### src/hdl/lcc_pkg.sv
// shared constants, beat types and pipeline records for the line/circle clipper
package lcc_pkg;

  localparam int CoordBits = 12;
  localparam int TFracBits = 16;

  localparam int DW     = CoordBits + 1;
  localparam int AW     = 2 * CoordBits + 2;
  localparam int R2W    = 2 * CoordBits;
  localparam int HW     = 2 * CoordBits + 4;
  localparam int CcW    = 2 * (HW - 1);
  localparam int RadW   = AW + R2W;
  localparam int RootW  = RadW / 2;
  localparam int RemW   = RootW + 3;
  localparam int NumW   = HW + 1;
  localparam int NW     = NumW + TFracBits + 2;
  localparam int DivW   = NW - 1;
  localparam int QW     = TFracBits + CoordBits + 3;
  localparam int DvW    = AW + 1;
  localparam int DRemW  = DvW + 1;
  localparam int TW     = QW + 1;
  localparam int LW     = TFracBits + CoordBits + 3;
  localparam int PaddrW = 4;
  localparam int PdataW = 32;

  localparam logic [1:0] KindNone  = 2'd0;
  localparam logic [1:0] KindWhole = 2'd1;
  localparam logic [1:0] KindClip  = 2'd2;

  localparam logic [1:0] RegCenterX = 2'd0;
  localparam logic [1:0] RegCenterY = 2'd1;
  localparam logic [1:0] RegRadius  = 2'd2;

  typedef logic signed [CoordBits-1:0] coord_t;
  typedef logic signed [DW-1:0] delta_t;

  typedef struct packed {
    coord_t start_x;
    coord_t start_y;
    coord_t end_x;
    coord_t end_y;
  } in_beat_t;

  typedef struct packed {
    logic   visible;
    coord_t clip_start_x;
    coord_t clip_start_y;
    coord_t clip_end_x;
    coord_t clip_end_y;
  } out_beat_t;

  typedef struct packed {
    coord_t                 x0;
    coord_t                 y0;
    coord_t                 x1;
    coord_t                 y1;
    delta_t                 dx;
    delta_t                 dy;
    logic [1:0]             kind;
    logic signed [HW-1:0]   h;
    logic [AW-1:0]          a;
  } side_t;

  typedef struct packed {
    side_t            side;
    logic [RadW-1:0]  rad;
    logic [RemW-1:0]  rem;
    logic [RootW-1:0] root;
  } sqrt_t;

  typedef struct packed {
    logic             neg;
    logic [DRemW-1:0] rem;
    logic [QW-1:0]    dvd;
    logic [QW-1:0]    quo;
  } div_lane_t;

  typedef struct packed {
    side_t          side;
    logic [DvW-1:0] dsr;
    div_lane_t      lo;
    div_lane_t      hi;
  } div_t;

  function automatic delta_t sx(coord_t c);
    return {c[CoordBits-1], c};
  endfunction

endpackage

### src/hdl/lcc_div_cell.sv
// one quotient bit of the two divider lanes
module lcc_div_cell (
  input  logic          clk_i,
  input  logic          rst_ni,
  input  logic          adv_i,
  input  logic          valid_i,
  input  lcc_pkg::div_t data_i,
  output logic          valid_o,
  output lcc_pkg::div_t data_o
);
  import lcc_pkg::*;

  logic valid_q;
  div_t data_q, data_d;

  function automatic div_lane_t step(div_lane_t l, logic [DvW-1:0] dsr);
    logic [DRemW-1:0] rs;
    div_lane_t o;
    rs    = {l.rem[DRemW-2:0], l.dvd[QW-1]};
    o     = l;
    o.dvd = {l.dvd[QW-2:0], 1'b0};
    if (rs >= {1'b0, dsr}) begin
      o.rem = rs - {1'b0, dsr};
      o.quo = {l.quo[QW-2:0], 1'b1};
    end else begin
      o.rem = rs;
      o.quo = {l.quo[QW-2:0], 1'b0};
    end
    return o;
  endfunction

  always_comb begin
    data_d    = data_i;
    data_d.lo = step(data_i.lo, data_i.dsr);
    data_d.hi = step(data_i.hi, data_i.dsr);
  end

  always_ff @(posedge clk_i or negedge rst_ni) begin
    if (!rst_ni) begin
      valid_q <= 1'b0;
    end else if (adv_i) begin
      valid_q <= valid_i;
    end
  end

  always_ff @(posedge clk_i) begin
    if (adv_i) begin
      data_q <= data_d;
    end
  end

  assign valid_o = valid_q;
  assign data_o  = data_q;

endmodule

### config.mk
export PLATFORM = sky130hd
export DESIGN_NAME = lcc_div_cell
export DESIGN_NICKNAME = d
export VERILOG_FILES = /design/src/hdl/lcc_pkg.sv /design/src/hdl/lcc_div_cell.sv
export SDC_FILE = /design/constraint.sdc
export NUM_CORES = 1
export LEC_CHECK = 0
export BUFFER_PORTS_ARGS = -buffer_cell sky130_fd_sc_hd__buf_2
export CAP_MARGIN = 20
export CORE_AREA = 2 2 267 269
export CTS_BUF_LIST = sky130_fd_sc_hd__clkbuf_8
export DETAILED_ROUTE_END_ITERATION = 10
export DIE_AREA = 0 0 269 271
export GPL_TIMING_DRIVEN = 1
export HOLD_SLACK_MARGIN = 0.03
export PLACE_DENSITY = 0.43
export SYNTH_ARGS = -nofsm -noshare
export SYNTH_HDL_FRONTEND = slang
export SYNTH_SLANG_ARGS = --single-unit
### constraint.sdc
create_clock -name clk_i -period 1.7 [get_ports clk_i]
set_input_delay 0.255 -clock clk_i [delete_from_list [all_inputs] [get_ports clk_i]]
set_output_delay 0.255 -clock clk_i [all_outputs]
set_load 0.02 [all_outputs]
==> metrics.yaml <==
run_status:
  outcome: "finished with violations"
  violations: "setup timing"
drt:
  vias_per_cell: 3.99
  avgRoutedWirePerCell_um: 21.0
  dr.pass1.iters: 4
  drt-initial-drc-count: 576
  ant_nets: 0
  vias: 12700
  route.detailed.drc: 0
  wl_um: 66700
power_and_ir_drop:
  p_leak_nw: 11.3
  sw_frac_of_total_pct: 30.2
  p_per_area_nw_per_um2: 965
  comb_power_share_pct: 25.7
  switchingPower_w: 0.00755
  vdd_drop_max_mv: 0.578
  p_clk_share_pct: 32.9
  seqPwrFrac_pct: 41.4
  intPower_w: 0.0175
clocking:
  cts_buffers: 67
  numClockSinks: 338
  htreeDepth: 3
  tritoncts: "yes"
  clk_pin_slew_ns: 0.05
  cts_buffer_depth: 3
  clock_latency_ns: 0.64
  cts-root-buf: "clkbuf_8"
floorplan:
  initial_utilization_pct: 19.7
  io_pins: 683
  die_h_um: 271
  die-area_um2: 72900
  rows: 97
  die_w_um: 269
  fp.coreArea_um2: 69800
yosys:
  synth.most_common_cell: "edfxtp_1"
  synth.avg_cell_area_um2: 15.9
  syn_area_um2: 13700
  async_reset_ff_share_pct: 0.296
  ys_seq_area_share_pct: 73.8
  synth_edf_count: 337
  yosys-top-cells-count: "edfxtp_1 (337), nand2_1 (55), ha_1 (54), inv_1 (45), o21ai_0 (45)"
  netlist.area_leader.share_pct: 73.6
  ys_warn_count: 0
  synth_seq_cells: 338
  ys.flop_type: "edfxtp_1"
  synth_top_area_cell: "edfxtp_1"
  yosys-top-cells-area: "edfxtp_1 (74%), ha_1 (4.9%), xnor2_1 (1.7%)"
  synthCells: 863
  synth.distinct_cells: 60
place:
  port_buffers: 676
  dpl_cell_area_um2: 20100
  dpl.hpwl_um: 51200
  gp_congestion: 0.860
finish:
  nFillCells: 6822
  fin_nets: 2575
  synthToLayoutAreaGrowth_pct: 88.7
  drive_above_1_share_pct: 51.7
  stdcell_area_um2: 25900
global_routing:
  grt_overflow: 0
  grt.total_usage_pct: 17.5
  grt_pass1_vias: 13700
  grt_pass1_wl_um: 91700
  grt_start_max_net_pins: 56
  antenna_found_initial: 16
timing:
  finalClockSkew_ns: 0
  final-hold-violation-count: 0
  setup_slack_ns: -0.876
  min_period_ns: 2.58
  maxSlewViolCount: 0
  fmax_mhz: 388
  grt_setup_unrepaired: "yes"
  tns_ns: -39.23
  setup_violations: 58
  period_share_pct: 152
setup_path:
  arrival_ns: 2.94
  critPathMaxFanout: 6
  cp_data_required_time_ns: 2.07
  crit_type: "primary input to flip-flop"
  end_kind: "flip-flop"
  startpoint_type: "primary input"
run:
  maxCapViolCount: 0
min_path:
  worstHoldPathType: "primary input to flip-flop"
==> cells in the final DEF, fill, tap and decap left out, types with 8 or more instances in the layout <==
| master | count |
|---|---|
| a21o_1 | 21 |
| a21oi_1 | 32 |
| a21oi_2 | 8 |
| buf_2 | 664 |
| buf_4 | 215 |
| buf_6 | 27 |
| buf_8 | 11 |
| clkbuf_8 | 68 |
| clkinv_1 | 16 |
| diode_2 | 8 |
| dlygate4sd3_1 | 336 |
| edfxtp_1 | 337 |
| ha_1 | 39 |
| ha_4 | 13 |
| inv_1 | 55 |
| mux2_4 | 24 |
| nand2_1 | 42 |
| nand2_2 | 9 |
| nand3_1 | 9 |
| nand4_1 | 8 |
| nor2_1 | 30 |
| o21a_1 | 13 |
| o21ai_0 | 16 |
| o21ai_2 | 20 |
| o21ai_4 | 8 |
| xnor2_1 | 23 |
| xor2_1 | 17 |
==> worst max-delay path, cell delays in order <==
cell and delay, ns:
buf_8 0.11, inv_12 0.04, ha_4 0.13, fa_2 0.21
nor2b_2 0.05, o31a_1 0.29, o21ai_4 0.20, nand2_4 0.10
a2111oi_4 0.37, o31ai_1 0.10, a211o_1 0.31, a21oi_4 0.16
buf_6 0.18, buf_16 0.14, mux2_4 0.29
==> state kept, by name, summed over array words and instances (netlist names) <==
name / count
valid_o: 1
data_o: 337
==> worst paths after layout <==
check	startpoint	to	slack (ns)	cells past startpoint
max in group asynchronous	rst_ni	valid_o$_DFFE_PN0P_	1.17	3
worst min register to register	valid_o$_DFFE_PN0P_	valid_o$_DFFE_PN0P_	0.50	1
worst min-delay path	data_i[172]	data_o[173]$_DFFE_PP_	0.11	4
worst max-delay path	data_i[61]	data_o[79]$_DFFE_PP_	-0.88	15
worst max register to register	valid_o$_DFFE_PN0P_	valid_o$_DFFE_PN0P_	0.97	1
min in group asynchronous	rst_ni	valid_o$_DFFE_PN0P_	0.43	3
==> area by class of cell <==
class / count / area [um^2] / area share [%]
flip-flops and latches: 338 / 10100 / 39.1
well taps: 940 / 1180 / 4.53
inverters: 45 / 194 / 0.748
repair buffers: 1262 / 8960 / 34.6
multi-input cells: 462 / 4130 / 15.9
clock inverters: 52 / 370 / 1.43
diodes: 8 / 20.0 / 0.0772
clock buffers: 68 / 936 / 3.61
==> per-stage QoR <==
| stage | instances | util [%] | worst slack (ns) | power (W) | hold slack, ns |
|---|---|---|---|---|---|
| 2_1_floorplan | 864 | - | -1.23 | 0.0128 | -0.0406 |
| 3_3_place_gp | 2680 | 28.8 | -1.57 | 0.0156 | 0.0311 |
| 3_5_place_dp | 2680 | 28.8 | -1.59 | 0.0156 | 0.0324 |
| 4_1_cts | 3156 | 36.5 | -0.816 | 0.0252 | 0.0524 |
| 5_1_grt | 3172 | 37.2 | -0.952 | 0.0262 | 0.0834 |
| 6_report | 3175 | 37.2 | -0.876 | 0.0250 | 0.109 |
==> layer usage <==
layer / routed length (um) / vias up / share of wire (%) / track usage [%]
li1: - / 5952 / - / -
met1: 24600 / 6099 / 37 / 18.4
met2: 34100 / 468 / 51 / 31.6
met3: 4560 / 127 / 6.8 / 4.82
met4: 3350 / 18 / 5.0 / 9.21
met5: 130 / - / 0.19 / 0
==> power by group through the flow <==
stage / Sequential (W) / Combinational [W] / Clock, W
2_1_floorplan: 0.0115 / 0.00133 / 0
3_3_place_gp: 0.0105 / 0.00504 / 0
3_5_place_dp: 0.0105 / 0.00506 / 0
4_1_cts: 0.0104 / 0.00625 / 0.00856
5_1_grt: 0.0104 / 0.00686 / 0.00888
6_report: 0.0104 / 0.00643 / 0.00823
==> timing repair <==
action | in CTS | in global routing
hold buffers | 335 | 1
gates resized for setup | 135 | 95
cloned | 4 | 0
setup endpoints to repair | 61 | 58
pin swaps | 41 | 31
buffers inserted | 20 | 18
endpoints found under the hold margin | 351 | 1
==> cell families after synthesis <==
group,Yosys count,synth area share [%]
xor+xnor,46,2.93
mux,33,2.64
other cells,1,0.0273
fa+ha+maj,56,5.21
buf+inv,64,1.93
simple gates,152,5.16
compound gates,173,8.27
flops,338,73.8
Power figures use the tool's default switching activity.
