<file path="config.mk">
export PLATFORM = sky130hd
export DESIGN_NAME = lcc_tail
export DESIGN_NICKNAME = d
export VERILOG_FILES = /design/src/hdl/lcc_pkg.sv /design/src/hdl/lcc_tail.sv
export SDC_FILE = /design/constraint.sdc
export NUM_CORES = 2
export LEC_CHECK = 0
export ABC_AREA = 1
export BUFFER_PORTS_ARGS = -buffer_cell sky130_fd_sc_hd__clkbuf_2
export CORE_ASPECT_RATIO = 1.4
export CORE_MARGIN = 2
export CORE_UTILIZATION = 48
export CTS_BUF_LIST = sky130_fd_sc_hd__clkbuf_8
export CTS_CLUSTER_DIAMETER = 60
export DETAILED_ROUTE_END_ITERATION = 16
export GPL_ROUTABILITY_DRIVEN = 0
export PLACE_DENSITY = 0.67
export SYNTH_ARGS = -nofsm -noshare
export SYNTH_HDL_FRONTEND = slang
export SYNTH_SLANG_ARGS = --single-unit
export TNS_END_PERCENT = 10
</file>
<file path="constraint.sdc">
create_clock -name clk_i -period 9.06 [get_ports clk_i]
set_clock_uncertainty 0.05 [all_clocks]
set_input_delay 1.812 -clock clk_i [delete_from_list [all_inputs] [get_ports clk_i]]
set_output_delay 1.812 -clock clk_i [all_outputs]
set_load 0.01 [all_outputs]
</file>
<file path="src/hdl/lcc_pkg.sv">
// shared constants, beat types and pipeline records for the line/circle clipper
package lcc_pkg;

  localparam int CoordBits = 12;
  localparam int TFracBits = 16;

  localparam int DW     = CoordBits + 1;
  localparam int AW     = 2 * CoordBits + 2;
  localparam int R2W    = 2 * CoordBits;
  localparam int HW     = 2 * CoordBits + 4;
  localparam int CcW    = 2 * (HW - 1);
  localparam int RadW   = AW + R2W;
  localparam int RootW  = RadW / 2;
  localparam int RemW   = RootW + 3;
  localparam int NumW   = HW + 1;
  localparam int NW     = NumW + TFracBits + 2;
  localparam int DivW   = NW - 1;
  localparam int QW     = TFracBits + CoordBits + 3;
  localparam int DvW    = AW + 1;
  localparam int DRemW  = DvW + 1;
  localparam int TW     = QW + 1;
  localparam int LW     = TFracBits + CoordBits + 3;
  localparam int PaddrW = 4;
  localparam int PdataW = 32;

  localparam logic [1:0] KindNone  = 2'd0;
  localparam logic [1:0] KindWhole = 2'd1;
  localparam logic [1:0] KindClip  = 2'd2;

  localparam logic [1:0] RegCenterX = 2'd0;
  localparam logic [1:0] RegCenterY = 2'd1;
  localparam logic [1:0] RegRadius  = 2'd2;

  typedef logic signed [CoordBits-1:0] coord_t;
  typedef logic signed [DW-1:0] delta_t;

  typedef struct packed {
    coord_t start_x;
    coord_t start_y;
    coord_t end_x;
    coord_t end_y;
  } in_beat_t;

  typedef struct packed {
    logic   visible;
    coord_t clip_start_x;
    coord_t clip_start_y;
    coord_t clip_end_x;
    coord_t clip_end_y;
  } out_beat_t;

  typedef struct packed {
    coord_t                 x0;
    coord_t                 y0;
    coord_t                 x1;
    coord_t                 y1;
    delta_t                 dx;
    delta_t                 dy;
    logic [1:0]             kind;
    logic signed [HW-1:0]   h;
    logic [AW-1:0]          a;
  } side_t;

  typedef struct packed {
    side_t            side;
    logic [RadW-1:0]  rad;
    logic [RemW-1:0]  rem;
    logic [RootW-1:0] root;
  } sqrt_t;

  typedef struct packed {
    logic             neg;
    logic [DRemW-1:0] rem;
    logic [QW-1:0]    dvd;
    logic [QW-1:0]    quo;
  } div_lane_t;

  typedef struct packed {
    side_t          side;
    logic [DvW-1:0] dsr;
    div_lane_t      lo;
    div_lane_t      hi;
  } div_t;

  function automatic delta_t sx(coord_t c);
    return {c[CoordBits-1], c};
  endfunction

endpackage

</file>
<file path="src/hdl/lcc_tail.sv">
// back end: clamp of the crossing parameters, pixel interpolation, output register
module lcc_tail (
  input  logic               clk_i,
  input  logic               rst_ni,
  input  logic               adv_i,
  input  logic               valid_i,
  input  lcc_pkg::div_t      data_i,
  output logic               valid_o,
  output lcc_pkg::out_beat_t data_o
);
  import lcc_pkg::*;

  localparam logic signed [TW-1:0] OneT = TW'(1) <<< TFracBits;

  logic e1_v_q, e2_v_q;
  side_t e1_side_q;
  logic e1_vis_q;
  logic [TFracBits:0] ts_q, te_q;
  out_beat_t out_q, out_d;

  logic signed [TW-1:0] t1, t2, ts, te;
  logic vis;

  function automatic coord_t lerp(coord_t p0, delta_t d, logic [TFracBits:0] t);
    logic signed [LW-1:0] p;
    logic signed [LW-1:0] pr;
    p  = $signed({1'b0, t}) * d;
    pr = p + (LW'(1) <<< (TFracBits - 1));
    return p0 + pr[TFracBits +: CoordBits];
  endfunction

  always_comb begin
    t1  = data_i.lo.neg ? ~$signed({1'b0, data_i.lo.quo}) : $signed({1'b0, data_i.lo.quo});
    t2  = data_i.hi.neg ? ~$signed({1'b0, data_i.hi.quo}) : $signed({1'b0, data_i.hi.quo});
    ts  = (t1 < 0) ? '0 : t1;
    te  = (t2 > OneT) ? OneT : t2;
    vis = (data_i.side.kind == KindWhole) || (data_i.side.kind == KindClip && ts <= te);
  end

  always_comb begin
    out_d = '0;
    if (e1_vis_q) begin
      out_d.visible = 1'b1;
      if (e1_side_q.kind == KindWhole) begin
        out_d.clip_start_x = e1_side_q.x0;
        out_d.clip_start_y = e1_side_q.y0;
        out_d.clip_end_x   = e1_side_q.x1;
        out_d.clip_end_y   = e1_side_q.y1;
      end else begin
        out_d.clip_start_x = lerp(e1_side_q.x0, e1_side_q.dx, ts_q);
        out_d.clip_start_y = lerp(e1_side_q.y0, e1_side_q.dy, ts_q);
        out_d.clip_end_x   = lerp(e1_side_q.x0, e1_side_q.dx, te_q);
        out_d.clip_end_y   = lerp(e1_side_q.y0, e1_side_q.dy, te_q);
      end
    end
  end

  always_ff @(posedge clk_i or negedge rst_ni) begin
    if (!rst_ni) begin
      e1_v_q <= 1'b0;
      e2_v_q <= 1'b0;
    end else if (adv_i) begin
      e1_v_q <= valid_i;
      e2_v_q <= e1_v_q;
    end
  end

  always_ff @(posedge clk_i) begin
    if (adv_i) begin
      e1_side_q <= data_i.side;
      e1_vis_q  <= vis;
      ts_q      <= ts[TFracBits:0];
      te_q      <= te[TFracBits:0];
      out_q     <= out_d;
    end
  end

  assign valid_o = e2_v_q;
  assign data_o  = out_q;

endmodule

</file>
==> run summary <==
Critical path type - flop to flop
Sequential fraction of the synthesis area - 12.93%
Via total after detailed routing - 29760
Post-synth EDFFs - 160
Top-count cell post-synth - nand2_1
Boundary Pins - 393
Total congestion overflow - 0
Slew margin rel. - 21.04%
H-tree Lvls - 4
FMAX - 122.5 MHz
Post-CTS Setup Bufs - 0
Antenna violations before repair - 2
Synth warnings - 0
Worst-margin pin slew - 1.184 ns
Core Area - 77670 um2
Initial Utilization - 48.34%
Pin count of the biggest net entering global routing - 96
Hold Fails Final Rpt - 0
Critical Path RT - 9.38 ns
Number of global-route vias before repair - 30570
Residual DRC - 0
Clock transition at path regs - 0.12 ns
Crit path max fanout - 19
Fraction of layout cells with a size suffix above 1 - 7.321%
TritonCTS clock tree - done
Top cells by area, synth - fa_1 (35%), ha_1 (14%), edfxtp_1 (13%)
Top cells by count, synth - nand2_1 (1203), inv_1 (1188), fa_1 (660)
CP Capture Type - flop
Vias/cell - 5.143
Post-Syn Nets - 6056
Worst skew pair latency - 0.61 ns
GRT Total Usage - 26.17%
Synthesis-to-layout area growth - 6.699%
Die area - 80490 um2
Synth Area per Inst - 8.084 um2
Critical Path AT - 8.48 ns
Critical Path Source Type - flop
Hpwl dp - 81240 um
Clk root buf - clkbuf_8
HP Class - flop to flop
Pins Over Slew Limit - 0
Status - complete, no violations
Post-route setup TNS - 0 ns
Total CTS buffers - 17
Register bit total from synthesis - 162
Die Ht - 334.9 um
Mapped Cells - 4644
Cell Rows - 121
CTS Hold Bufs - 0
Top cell type's share of synthesized area - 35.20%
Setup violation total in the final timing report - 0
Port-buffer cells - 193
WL per Instance - 17.23 um
# nets final - 6139
Top_reg_cell synth - edfxtp_1
CTS sink cnt - 162
Synth area leader - fa_1
Cts repair resizes - 0
First-pass DRT Iterations - 8
Library cells used by synthesis - 41
Die X - 240.4 um
Clock Path Buffers - 2
Antenna-violating nets left - 0
Post-route insts no fill - 5786
Period utilization - 90.12%
# Max-Cap Violations - 0
Placed insts - 5753
RSZ-0062 raised after global routing - false
Post-synth ARST share - 1.235%
Cell Area, Synth - 37540 um2
Starting DRT DRC Count - 1758
Final WL - 99700 um
Minimum clock period - 8.165 ns
First-pass GRT wire length - 161400 um
-- cell usage in the layout (no fill, tap or decap), drive strengths merged, types with 81 or more instances in the layout --
master	count
a21oi	141
buf	91
clkbuf	209
edfxtp	160
fa	660
ha	409
inv	1197
nand2	1203
nand3	81
nor2	199
o21ai	93
-- logic make-up (layout without fill, tap and decap cells) --
| kind of cell | after synthesis | in the layout | share of synthesized area (%) |
|---|---|---|---|
| and+or+nand+nor | 1565 | 1565 | 16.50 |
| buffers and inverters | 1409 | 1505 | 14.19 |
| adders and majority gates | 1069 | 1069 | 48.83 |
| AOI/OAI and AO/OA | 335 | 335 | 5.119 |
| DFF | 162 | 162 | 12.93 |
| xor gates and xnor gates | 104 | 104 | 2.426 |
| other | 0 | 1 | 0 |
-- worst paths after layout --
check | from | end | slack, ns | depth (start not counted)
setup reg to reg | te_q[7]$_DFFE_PP_ | data_o[20]$_SDFFCE_PN0P_ | 0.90 | 23
setup / recovery | te_q[7]$_DFFE_PP_ | data_o[20]$_SDFFCE_PN0P_ | 0.90 | 23
max in group asynchronous | rst_ni | valid_o$_DFFE_PN0P_ | 7.93 | 1
min in group asynchronous | rst_ni | e1_v_q$_DFFE_PN0P_ | 0.94 | 1
hold / removal | e1_v_q$_DFFE_PN0P_ | valid_o$_DFFE_PN0P_ | 0.48 | 2
hold reg to reg | e1_v_q$_DFFE_PN0P_ | valid_o$_DFFE_PN0P_ | 0.48 | 2
-- metal layers --
layer,wire [um],up-vias,GRT usage [%],part of all wire [%]
li1,-,13880,-,-
met1,38390,14700,32.03,39
met2,50330,973,45.65,50
met3,5874,201,3.005,5.9
met4,5100,2,12.78,5.1
met5,13,-,0,0.013
-- layout make-up --
cell class | count | area (um2)
clock buffers | 17 | 234.0
diodes | 1 | 2.502
well taps | 1045 | 1308
inverters | 1190 | 4467
fillers | 7383 | 37610
multi-input cells | 3073 | 27360
flip-flops and latches | 162 | 4855
clock inverters | 15 | 182.7
repair buffers | 283 | 1648
-- registers in the layout, indices dropped and copies added, names as in the netlist --
| register | cells |
|---|---|
| e1_vis_q | 1 |
| valid_o | 1 |
| ts_q | 17 |
| e1_side_q | 76 |
| e1_v_q | 1 |
| data_o | 49 |
| te_q | 17 |
-- worst max-delay path: stages, from the launching register on --
cell and delay (ns):
edfxtp_1 1.14, nand2_1 0.21, fa_1 0.59, inv_1 0.06
fa_1 0.45, fa_1 0.54, fa_1 0.43, fa_1 0.51
fa_1 0.41, ha_1 0.37, nand2_1 0.12, nor2_1 0.16
nand4_1 0.09, o21ai_0 0.53, xor2_1 0.42, ha_1 0.26
inv_1 0.06, fa_1 0.44, o31ai_1 0.37, a31oi_1 0.18
o21ai_0 0.22, xor2_1 0.10, o21bai_1 0.13, inv_1 0.05
-- metrics by stage --
stage / hold WS (ns) / util (%) / setup slack, ns / instance area [um2]
final: 0.4814 / 51.57 / 0.8953 / 40060
after global routing: 0.5178 / 51.57 / 0.4521 / 40060
after CTS: 0.4795 / 51.57 / 0.9272 / 40050
after detailed placement: 0.4662 / 51.04 / 0.9345 / 39640
after global placement: 0.4426 / 51.04 / 1.046 / 39640
after floorplan: 0.4175 / - / 2.266 / 37540
Power is not shown: default switching activity piles up to over one toggle a cycle in this logic, so the estimate is an artifact.
