## config.mk

```make
export PLATFORM = sky130hd
export DESIGN_NAME = lcc_sqrt_cell
export DESIGN_NICKNAME = d
export VERILOG_FILES = /design/src/hdl/lcc_pkg.sv /design/src/hdl/lcc_sqrt_cell.sv
export SDC_FILE = /design/constraint.sdc
export NUM_CORES = 1
export LEC_CHECK = 0
export ABC_AREA = 1
export BUFFER_PORTS_ARGS = -buffer_cell sky130_fd_sc_hd__buf_2
export CORE_AREA = 2 2 184 186
export DETAILED_ROUTE_END_ITERATION = 8
export DIE_AREA = 0 0 186 188
export PLACE_DENSITY = 0.62
export SKIP_CTS_REPAIR_TIMING = 1
export SKIP_LAST_GASP = 1
export SYNTH_ARGS = -nofsm -noshare
export SYNTH_HDL_FRONTEND = slang
export SYNTH_SLANG_ARGS = --single-unit
```

## constraint.sdc

```tcl
create_clock -name clk_i -period 2.7 [get_ports clk_i]
set_clock_uncertainty 0.2 [all_clocks]
set_input_delay 0.135 -clock clk_i [delete_from_list [all_inputs] [get_ports clk_i]]
set_output_delay 0.135 -clock clk_i [all_outputs]
set_load 0.005 [all_outputs]
```

## src/hdl/lcc_pkg.sv

```systemverilog
// shared constants, beat types and pipeline records for the line/circle clipper
package lcc_pkg;

  localparam int CoordBits = 12;
  localparam int TFracBits = 16;

  localparam int DW     = CoordBits + 1;
  localparam int AW     = 2 * CoordBits + 2;
  localparam int R2W    = 2 * CoordBits;
  localparam int HW     = 2 * CoordBits + 4;
  localparam int CcW    = 2 * (HW - 1);
  localparam int RadW   = AW + R2W;
  localparam int RootW  = RadW / 2;
  localparam int RemW   = RootW + 3;
  localparam int NumW   = HW + 1;
  localparam int NW     = NumW + TFracBits + 2;
  localparam int DivW   = NW - 1;
  localparam int QW     = TFracBits + CoordBits + 3;
  localparam int DvW    = AW + 1;
  localparam int DRemW  = DvW + 1;
  localparam int TW     = QW + 1;
  localparam int LW     = TFracBits + CoordBits + 3;
  localparam int PaddrW = 4;
  localparam int PdataW = 32;

  localparam logic [1:0] KindNone  = 2'd0;
  localparam logic [1:0] KindWhole = 2'd1;
  localparam logic [1:0] KindClip  = 2'd2;

  localparam logic [1:0] RegCenterX = 2'd0;
  localparam logic [1:0] RegCenterY = 2'd1;
  localparam logic [1:0] RegRadius  = 2'd2;

  typedef logic signed [CoordBits-1:0] coord_t;
  typedef logic signed [DW-1:0] delta_t;

  typedef struct packed {
    coord_t start_x;
    coord_t start_y;
    coord_t end_x;
    coord_t end_y;
  } in_beat_t;

  typedef struct packed {
    logic   visible;
    coord_t clip_start_x;
    coord_t clip_start_y;
    coord_t clip_end_x;
    coord_t clip_end_y;
  } out_beat_t;

  typedef struct packed {
    coord_t                 x0;
    coord_t                 y0;
    coord_t                 x1;
    coord_t                 y1;
    delta_t                 dx;
    delta_t                 dy;
    logic [1:0]             kind;
    logic signed [HW-1:0]   h;
    logic [AW-1:0]          a;
  } side_t;

  typedef struct packed {
    side_t            side;
    logic [RadW-1:0]  rad;
    logic [RemW-1:0]  rem;
    logic [RootW-1:0] root;
  } sqrt_t;

  typedef struct packed {
    logic             neg;
    logic [DRemW-1:0] rem;
    logic [QW-1:0]    dvd;
    logic [QW-1:0]    quo;
  } div_lane_t;

  typedef struct packed {
    side_t          side;
    logic [DvW-1:0] dsr;
    div_lane_t      lo;
    div_lane_t      hi;
  } div_t;

  function automatic delta_t sx(coord_t c);
    return {c[CoordBits-1], c};
  endfunction

endpackage

```

## src/hdl/lcc_sqrt_cell.sv

```systemverilog
// one root bit of the square root chain
module lcc_sqrt_cell (
  input  logic           clk_i,
  input  logic           rst_ni,
  input  logic           adv_i,
  input  logic           valid_i,
  input  lcc_pkg::sqrt_t data_i,
  output logic           valid_o,
  output lcc_pkg::sqrt_t data_o
);
  import lcc_pkg::*;

  logic valid_q;
  sqrt_t data_q, data_d;
  logic [RemW-1:0] rem_sh, trial;

  always_comb begin
    rem_sh      = {data_i.rem[RemW-3:0], data_i.rad[RadW-1 -: 2]};
    trial       = {{(RemW-RootW-2){1'b0}}, data_i.root, 2'b01};
    data_d      = data_i;
    data_d.rad  = {data_i.rad[RadW-3:0], 2'b00};
    if (rem_sh >= trial) begin
      data_d.rem  = rem_sh - trial;
      data_d.root = {data_i.root[RootW-2:0], 1'b1};
    end else begin
      data_d.rem  = rem_sh;
      data_d.root = {data_i.root[RootW-2:0], 1'b0};
    end
  end

  always_ff @(posedge clk_i or negedge rst_ni) begin
    if (!rst_ni) begin
      valid_q <= 1'b0;
    end else if (adv_i) begin
      valid_q <= valid_i;
    end
  end

  always_ff @(posedge clk_i) begin
    if (adv_i) begin
      data_q <= data_d;
    end
  end

  assign valid_o = valid_q;
  assign data_o  = data_q;

endmodule

```

==> results of run 1 <==
-- logic make-up (layout without fill, tap and decap cells) --
group | count (synthesis) | after routing
adders and majority gates | 27 | 27
AOI/OAI and AO/OA | 31 | 31
buffers and inverters | 140 | 894
other | 1 | 9
and+or+nand+nor | 334 | 334
DFF | 232 | 232
muxes | 1 | 1
xor gates and xnor gates | 15 | 15
-- stage by stage --
step | setup WS (ns) | util | cells | cell area, sq um | power [mW]
floorplan | 0.730 | - | 782 | 9560 | 4.98
global placement | 0.346 | 0.379 | 1698 | 12500 | 5.76
detailed placement | 0.309 | 0.379 | 1698 | 12500 | 5.77
CTS | 0.893 | 0.407 | 1749 | 13500 | 9.66
global route | 0.0976 | 0.479 | 1990 | 15900 | 10.3
finish | 0.241 | 0.479 | 1991 | 15900 | 9.87
-- critical path, delay by kind of cell --
kind                       cells  cell delay [ns]
adders and majority gates      1             0.37
and+or+nand+nor                8             0.96
buffers and inverters          5             1.03
AOI/OAI and AO/OA              1             0.07
-- per-layer routing --
layer,vias up,track usage
met5,-,0
met4,2,0.0612
met3,71,0.0515
met2,362,0.318
met1,3960,0.226
li1,4065,-
-- sequential cells by signal (all words and copies together) (netlist names) --
register and count:
data_o 231, valid_o 1
-- synthesized netlist by cell type --
cell / number / share of area
nand2_1: 242 / 0.095
edfxtp_1: 231 / 0.73
inv_1: 131 / 0.051
nor2_1: 38 / 0.015
nand3_1: 32 / 0.017
ha_1: 27 / 0.035
a21oi_1: 15 / 0.0079
o21ai_1: 13 / 0.0068
xnor2_1: 11 / 0.010
nand3b_1: 5 / 0.0039
nand4_1: 5 / 0.0033
buf_6: 4 / 0.0047
xor2_1: 4 / 0.0037
buf_4: 3 / 0.0024
nand2_2: 3 / 0.0020
o21ai_0: 3 / 0.0016
inv_2: 2 / 0.00079
nand3_2: 2 / 0.0021
and2_1: 1 / 0.00066
conb_1: 1 / 0.00039
dfrtp_1: 1 / 0.0026
mux2_2: 1 / 0.0012
nor2_2: 1 / 0.00066
nor2_4: 1 / 0.0012
nor2_8: 1 / 0.0021
nor3_1: 1 / 0.00052
nor3_2: 1 / 0.0010
or2_1: 1 / 0.00066
-- final timing paths --
path	to	depth (start not counted)	slack (ns)
min in group asynchronous	valid_o	3	0.24
worst min register to register	valid_o	2	0.88
worst min-delay path	data_o[214]	2	0.09
worst max register to register	valid_o	2	1.18
worst max-delay path	data_o[32]	15	0.24
max in group asynchronous	valid_o	3	1.95
-- cell type report --
type                       count  area (sq um)
timing repair buffer         710          4840
clock buffer                  34           774
antenna                        7          17.5
clock inverter                17           178
tap                          448           561
multi-input combinational    410          2030
sequential                   232          6960
fill                        3012         17300
inverter                     133           499
-- power breakdown --
group | internal (mW) | switching [mW]
Combinational | 0.757 | 0.830
Clock | 2.33 | 1.54
Sequential | 4.33 | 0.0877
Total | 7.42 | 2.46
==> results.cfg, run 1 <==
[status]
status = finished clean

[setup_path]
slowest_stage = dlygate4sd3_1
crit_top_cell = nand2_1
startpoint_type = primary input
rr_startpoint = valid_o
worstPathRequired_ns = 2.80
setup.worst_path.start = data_i[12]
critPathKind = in -> reg
cp_data_arrival_time_ns = 2.56
slowest_delay_ns = 0.58
crit_fanout = 17
crit_chain = dlygate4sd3_1 > buf_2 > inv_1 > ha_1 > nand2_2 > inv_1 > nand2_1 > nand3_1 > nand2_1 > nand2_1 > nand2_1 > nand2_2 > nor2_8 > buf_12 > o21ai_1
cp-end-kind = flop

[die]
dieArea_sq_um = 35000
start_util = 0.288
rows = 67
chipHeight_um = 188
die_w_um = 186
coreArea_sq_um = 33100
ios = 471

[drt]
wl_met2_mm = 18.7
first_pass_iters = 5
drtIter0Drc = 610
wl_met3_mm = 2.97
routed_via_density = 4.25
drtAntennaViolNets = 0
vias = 8460
wl_per_cell_um = 19.1
drc = 0
wl_mm = 38.1
m1WireLength_mm = 15.1
dr.max_layer_used = met5

[min_path]
hp-class = in -> reg
hold_start = data_i[214]

[synthesis]
synthXorXnorAreaFrac = 0.0138
yosys.area_share.simple = 0.145
muxShareOfSynthArea = 0.00118
synth-seq-cells = 232
synth_top_family_by_area = simple AND/OR/NAND/NOR gates
syn-cell-area_sq_um = 9550
seq_area_frac_synth = 0.729
synth_fa_ha_area_frac = 0.0354
ys_warn_count = 0
synth_compound_area_frac = 0.0162
synth_cell_type_count = 28
synthCells = 781
avgSynthCellArea_sq_um = 12.2

[sta]
rsz0062_at_grt = false
setup_viol = 0
drv_slew = 0
relSlewSlack = 0.650
tightest_slew_ns = 0.526
finalSetupTns_ns = 0
hold_viol = 0
fmax_mhz = 407
period_needed_ns = 2.46
fin_hold_ws_ns = 0.0917
post-route-period-util = 0.911

[global_routing]
grt_use_total = 0.186
gr-total-overflow = 0
grt_max_degree = 61
antenna_found_initial = 10
grt_pass1_wl_mm = 47.0
grt_pass1_vias = 7375

[pwr]
power-per-cell-area_nw_per_um2 = 623
p_leak_nw = 7.40
peakVddDrop_mv = 0.411

[place]
dp_hpwl_mm = 27.6
place.gp.congestion = 0.895
io_buffer_count = 466

[job]
drv_cap = 0

[cts]
cts_buffers = 28
htreeDepth = 1
insertion_delay_ns = 0.55
clk_pin_slew_worst_paths_ns = 0.06
cts_sinks = 232
cts_tree = done
clockBufferDepth = 3
cts-root-buf = clkbuf_16

[finish]
layout-drive-gt1-share = 0.346
area_delta_synth_final_pct = 66.0
final_common_cell = buf_2
final_cell_mix = buf_2, nand2_1, dlygate4sd3_1
layout.nets = 1779
Note: power is estimated with default switching activity, not from simulation.
==> run 2, diff against run 1 <==
CORE_AREA = 2 2 182 184   (was 2 2 184 186)
CTS_BUF_LIST = sky130_fd_sc_hd__clkbuf_4 sky130_fd_sc_hd__clkbuf_8   (was unset)
CTS_CLUSTER_SIZE = 16   (was unset)
DIE_AREA = 0 0 184 186   (was 0 0 186 188)
HOLD_SLACK_MARGIN = 0.12   (was unset)
PLACE_DENSITY = 0.63   (was 0.62)
==> run 2 against run 1 <==
Net effect:
- total power decreased by 3.1%
- die area decreased by 2.1%
- clock power decreased by 11%
- critical path depth unchanged
- combinational power increased by 8%
- final area increased by 4.3%
- maximum frequency increased by 3.4%
==> results.cfg, run 2 (synthesis results as in run 1) <==
[status]
status = finished clean

[drt]
routed_via_density = 4.40
wl_per_cell_um = 19.8
drc = 0
wl_mm = 40.8
vias = 9052
drtIter0Drc = 630
drtAntennaViolNets = 0
first_pass_iters = 5

[min_path]
hold_start = data_i[118]
hp-class = in -> reg
holdPathStages = 2
hold_path_end = data_o[118]

[global_routing]
gr-total-overflow = 0
grt_pass1_wl_mm = 46.9
antenna_found_initial = 10
grt_max_degree = 66
grt_use_total = 0.191
grt_pass1_vias = 7458

[cts]
insertion_delay_ns = 0.54
htreeDepth = 2
clk_pin_slew_worst_paths_ns = 0.05
cts_buffers = 42
clockBufferDepth = 3
cts_sinks = 232
cts_tree = done
cts-root-buf = clkbuf_8

[setup_path]
startpoint_type = primary input
setup.worst_path.start = data_i[12]
cp_data_arrival_time_ns = 2.46
cp-end-kind = flop
reg2reg_to = valid_o
crit_fanout = 13
regToRegSetupSlack_ns = 1.13
reg2reg_depth = 2
rr_startpoint = valid_o
worstPathRequired_ns = 2.78
critPathKind = in -> reg

[sta]
hold_viol = 0
period_needed_ns = 2.38
finalSetupTns_ns = 0
drv_slew = 0
setup_viol = 0
relSlewSlack = 0.631
post-route-period-util = 0.881
rsz0062_at_grt = false
tightest_slew_ns = 0.554
fmax_mhz = 420

[place]
dp_hpwl_mm = 27.5
dpl.cell_count = 1659
place.gp.congestion = 0.885
io_buffer_count = 466

[die]
chipHeight_um = 186
rows = 66
dieArea_sq_um = 34200
coreArea_sq_um = 32200
die_w_um = 184
ios = 471
start_util = 0.297

[pwr]
power-per-cell-area_nw_per_um2 = 578
p_leak_nw = 7.71
peakVddDrop_mv = 0.358

[finish]
layout-drive-gt1-share = 0.336
instances_no_fill = 2057
final_cell_mix = buf_2, dlygate4sd3_1, nand2_1
largest_reg_flops = 231
layout.nets = 1879
area_delta_synth_final_pct = 73.1
final_common_cell = buf_2

[job]
drv_cap = 0
run 2: cell types whose count changed in the layout (fill, tap and decap cells not counted), sizes merged:
cell,previous run,this run
diode,7,6
clkbuf,34,51
dlygate4sd3,235,320
inv,136,133
buf,475,476
clkinvlp,0,3
clkinv,11,15
run 2: worst max-delay path, cell delays in order:
cell and delay, ns:
dlygate4sd3_1 0.60, buf_2 0.15, inv_1 0.06, ha_1 0.35, nand2_2 0.14, inv_1 0.05, nand2_1 0.06, nand3_1 0.12
nand2_1 0.09, nand2_1 0.07, nand2_1 0.11, nand3_2 0.16, buf_12 0.20, nand3_1 0.10, nand2_1 0.06
run 2: worst max path at each step:
stage	end	slack, ns	cells after the start
floorplan	data_o[49]	0.73	12
global placement	data_o[46]	0.38	13
detailed placement	data_o[28]	0.36	12
CTS	data_o[28]	0.95	12
global route	data_o[46]	0.16	15
finish	data_o[43]	0.32	15
run 2: per-stage QoR:
| stage | total power, mW | utilization | cell area, sq um | setup WS (ns) | hold slack [ns] |
|---|---|---|---|---|---|
| CTS | 9.19 | 0.414 | 13300 | 0.946 | -0.870 |
| detailed placement | 5.77 | 0.388 | 12500 | 0.358 | -0.289 |
| floorplan | 4.98 | - | 9560 | 0.730 | -0.361 |
| global placement | 5.76 | 0.388 | 12500 | 0.383 | -0.290 |
| global route | 9.97 | 0.513 | 16500 | 0.158 | 0.109 |
| finish | 9.56 | 0.514 | 16500 | 0.321 | 0.125 |
run 2: power by group:
group          internal, mW  total (mW)  switching (mW)
Clock                  1.88        3.43            1.55
Sequential             4.33        4.43          0.0973
Combinational         0.841        1.71           0.868
Total                  7.05        9.56            2.51
run 2: layout make-up:
type / instances / area [sq um]
clock buffers: 51 / 652
well taps: 408 / 510
diodes: 6 / 15.0
multi-input cells: 410 / 2030
fillers: 2829 / 15700
repair buffers: 796 / 5700
flip-flops and latches: 232 / 6960
clock inverters: 21 / 178
inverters: 133 / 499
run 2: layer usage:
metal / track usage / share of wire / vias to the layer above
met5: 0 / 0.0020 / -
met2: 0.330 / 0.49 / 411
li1: - / - / 4256
met3: 0.0734 / 0.079 / 114
met4: 0.0582 / 0.044 / 10
met1: 0.219 / 0.39 / 4261
==> run 3, diff against run 2 <==
clock period = 2.9 ns   (was 2.7 ns; I/O delays follow)
==> run 3 against run 2 <==
Net effect:
- cell count is 0.24% higher
- setup slack better by 0.0097 ns
- die area is the same
- first-iteration DRC count down 9.5%
- clock power decreased by 6.4%
- combinational power down 8%
- core utilization shrank 0.082 points
- wire length decreased by 0.21%
- critical path depth is 1 lower
- register-to-register slack improved by 0.23 ns
- global-route usage is 0.22 points lower
- critical path type unchanged
- largest cell class unchanged
==> results.cfg, run 3 (synthesis results as in run 1) <==
[cts]
clk_pin_slew_worst_paths_ns = 0.06
cts_buffers = 41
cts-root-buf = clkbuf_8
cts_sinks = 232
insertion_delay_ns = 0.54
cts_tree = done
clockBufferDepth = 3
htreeDepth = 2

[sta]
setup_viol = 0
tightest_slew_ns = 0.638
hold_viol = 0
fmax_mhz = 389
rsz0062_at_grt = false
post-route-period-util = 0.886
relSlewSlack = 0.575
finalSetupTns_ns = 0
period_needed_ns = 2.57
worst_slack_ns = 0.331
drv_slew = 0

[place]
pre_cts_ws_ns = 0.401
place.gp.congestion = 0.897
dp_hpwl_mm = 27.3
post_dp_cell_area_sq_um = 12400
io_buffer_count = 466

[die]
coreArea_sq_um = 32200
dieArea_sq_um = 34200
rows = 66
chipHeight_um = 186
ios = 471
die_w_um = 184
start_util = 0.297

[pwr]
combPwrFrac = 0.176
power.net_switching_mw = 2.32
pwr-share-clk = 0.361
power-per-cell-area_nw_per_um2 = 539
power.internal_mw = 6.58
power_frac_seq = 0.463
total_power_mw = 8.90
peakVddDrop_mv = 0.304
p_leak_nw = 7.70
sw_frac_of_total = 0.260

[global_routing]
antenna_found_initial = 11
gr-total-overflow = 0
grt_pass1_wl_mm = 46.3
grt_max_degree = 77
grt_use_total = 0.189
grt_pass1_vias = 7354

[min_path]
hp-class = in -> reg

[setup_path]
critPathKind = in -> reg
cp_data_arrival_time_ns = 2.65
startpoint_type = primary input
cp-end-kind = flop
worstPathRequired_ns = 2.98
crit_fanout = 15

[drt]
drc = 0
routed_via_density = 4.37
vias = 9009
first_pass_iters = 5
drtIter0Drc = 570
wl_mm = 40.7
wl_per_cell_um = 19.7
drtAntennaViolNets = 0

[finish]
layout.nets = 1873
multi_input_comb_area_sq_um = 2030
final_cell_mix = buf_2, dlygate4sd3_1, nand2_1
largest_reg_flops = 231
layout-drive-gt1-share = 0.336
utilization = 0.513
final_common_cell = buf_2
fillers = 2818
post-route-cell-area_sq_um = 16500
layout.area.seq_sq_um = 6960
area_delta_synth_final_pct = 72.9

[job]
drv_cap = 0

[status]
status = finished clean
run 3: power by group through the flow:
stage               Combinational [mW]  Sequential, mW  Clock, mW
detailed placement                1.19            4.17          0
floorplan                        0.414            4.22          0
finish                            1.57            4.12       3.21
global placement                  1.18            4.17          0
global route                      1.70            4.14       3.43
CTS                               1.19            4.11       3.25
run 3: area by class of cell:
class / instances / share of cell area
inverter: 133 / 0.0302
sequential: 232 / 0.422
clock buffer: 57 / 0.0433
clock inverter: 17 / 0.00788
multi-input combinational: 410 / 0.123
tap: 408 / 0.0309
antenna: 14 / 0.00212
timing repair buffer: 791 / 0.341
run 3: final timing paths:
kind	slack, ns	depth (start not counted)	from	endpoint
max	0.33	14	data_i[12]	data_o[50]
min	0.11	6	data_i[24]	data_o[51]
max reg2reg	1.36	2	valid_o	valid_o
min reg2reg	0.91	2	valid_o	valid_o
max in group asynchronous	2.11	3	rst_ni	valid_o
min in group asynchronous	0.28	3	rst_ni	valid_o
run 3: per-layer routing:
metal	up-vias	track usage	routed length, um
li1	4261	-	-
met1	4217	0.211	15400
met2	424	0.319	20000
met3	103	0.0818	3410
met4	4	0.0717	1850
met5	-	0	25
run 3: stage by stage:
| stage | std cells | hold slack, ns |
|---|---|---|
| global placement | 1654 | -0.280 |
| floorplan | 782 | -0.351 |
| detailed placement | 1654 | -0.279 |
| CTS | 1728 | -0.875 |
| finish | 2062 | 0.112 |
| global route | 2055 | 0.102 |
run 3: critical path: stages:
cell and delay [ns]:
dlygate4sd3_1 0.59, buf_2 0.16, inv_1 0.04, ha_1 0.35
nand2_2 0.14, inv_1 0.05, nand2_1 0.07, nand3_1 0.13
nand2_1 0.09, nand2_1 0.07, nand2_1 0.11, nand3_2 0.36
nand3_1 0.26, nand2_1 0.06
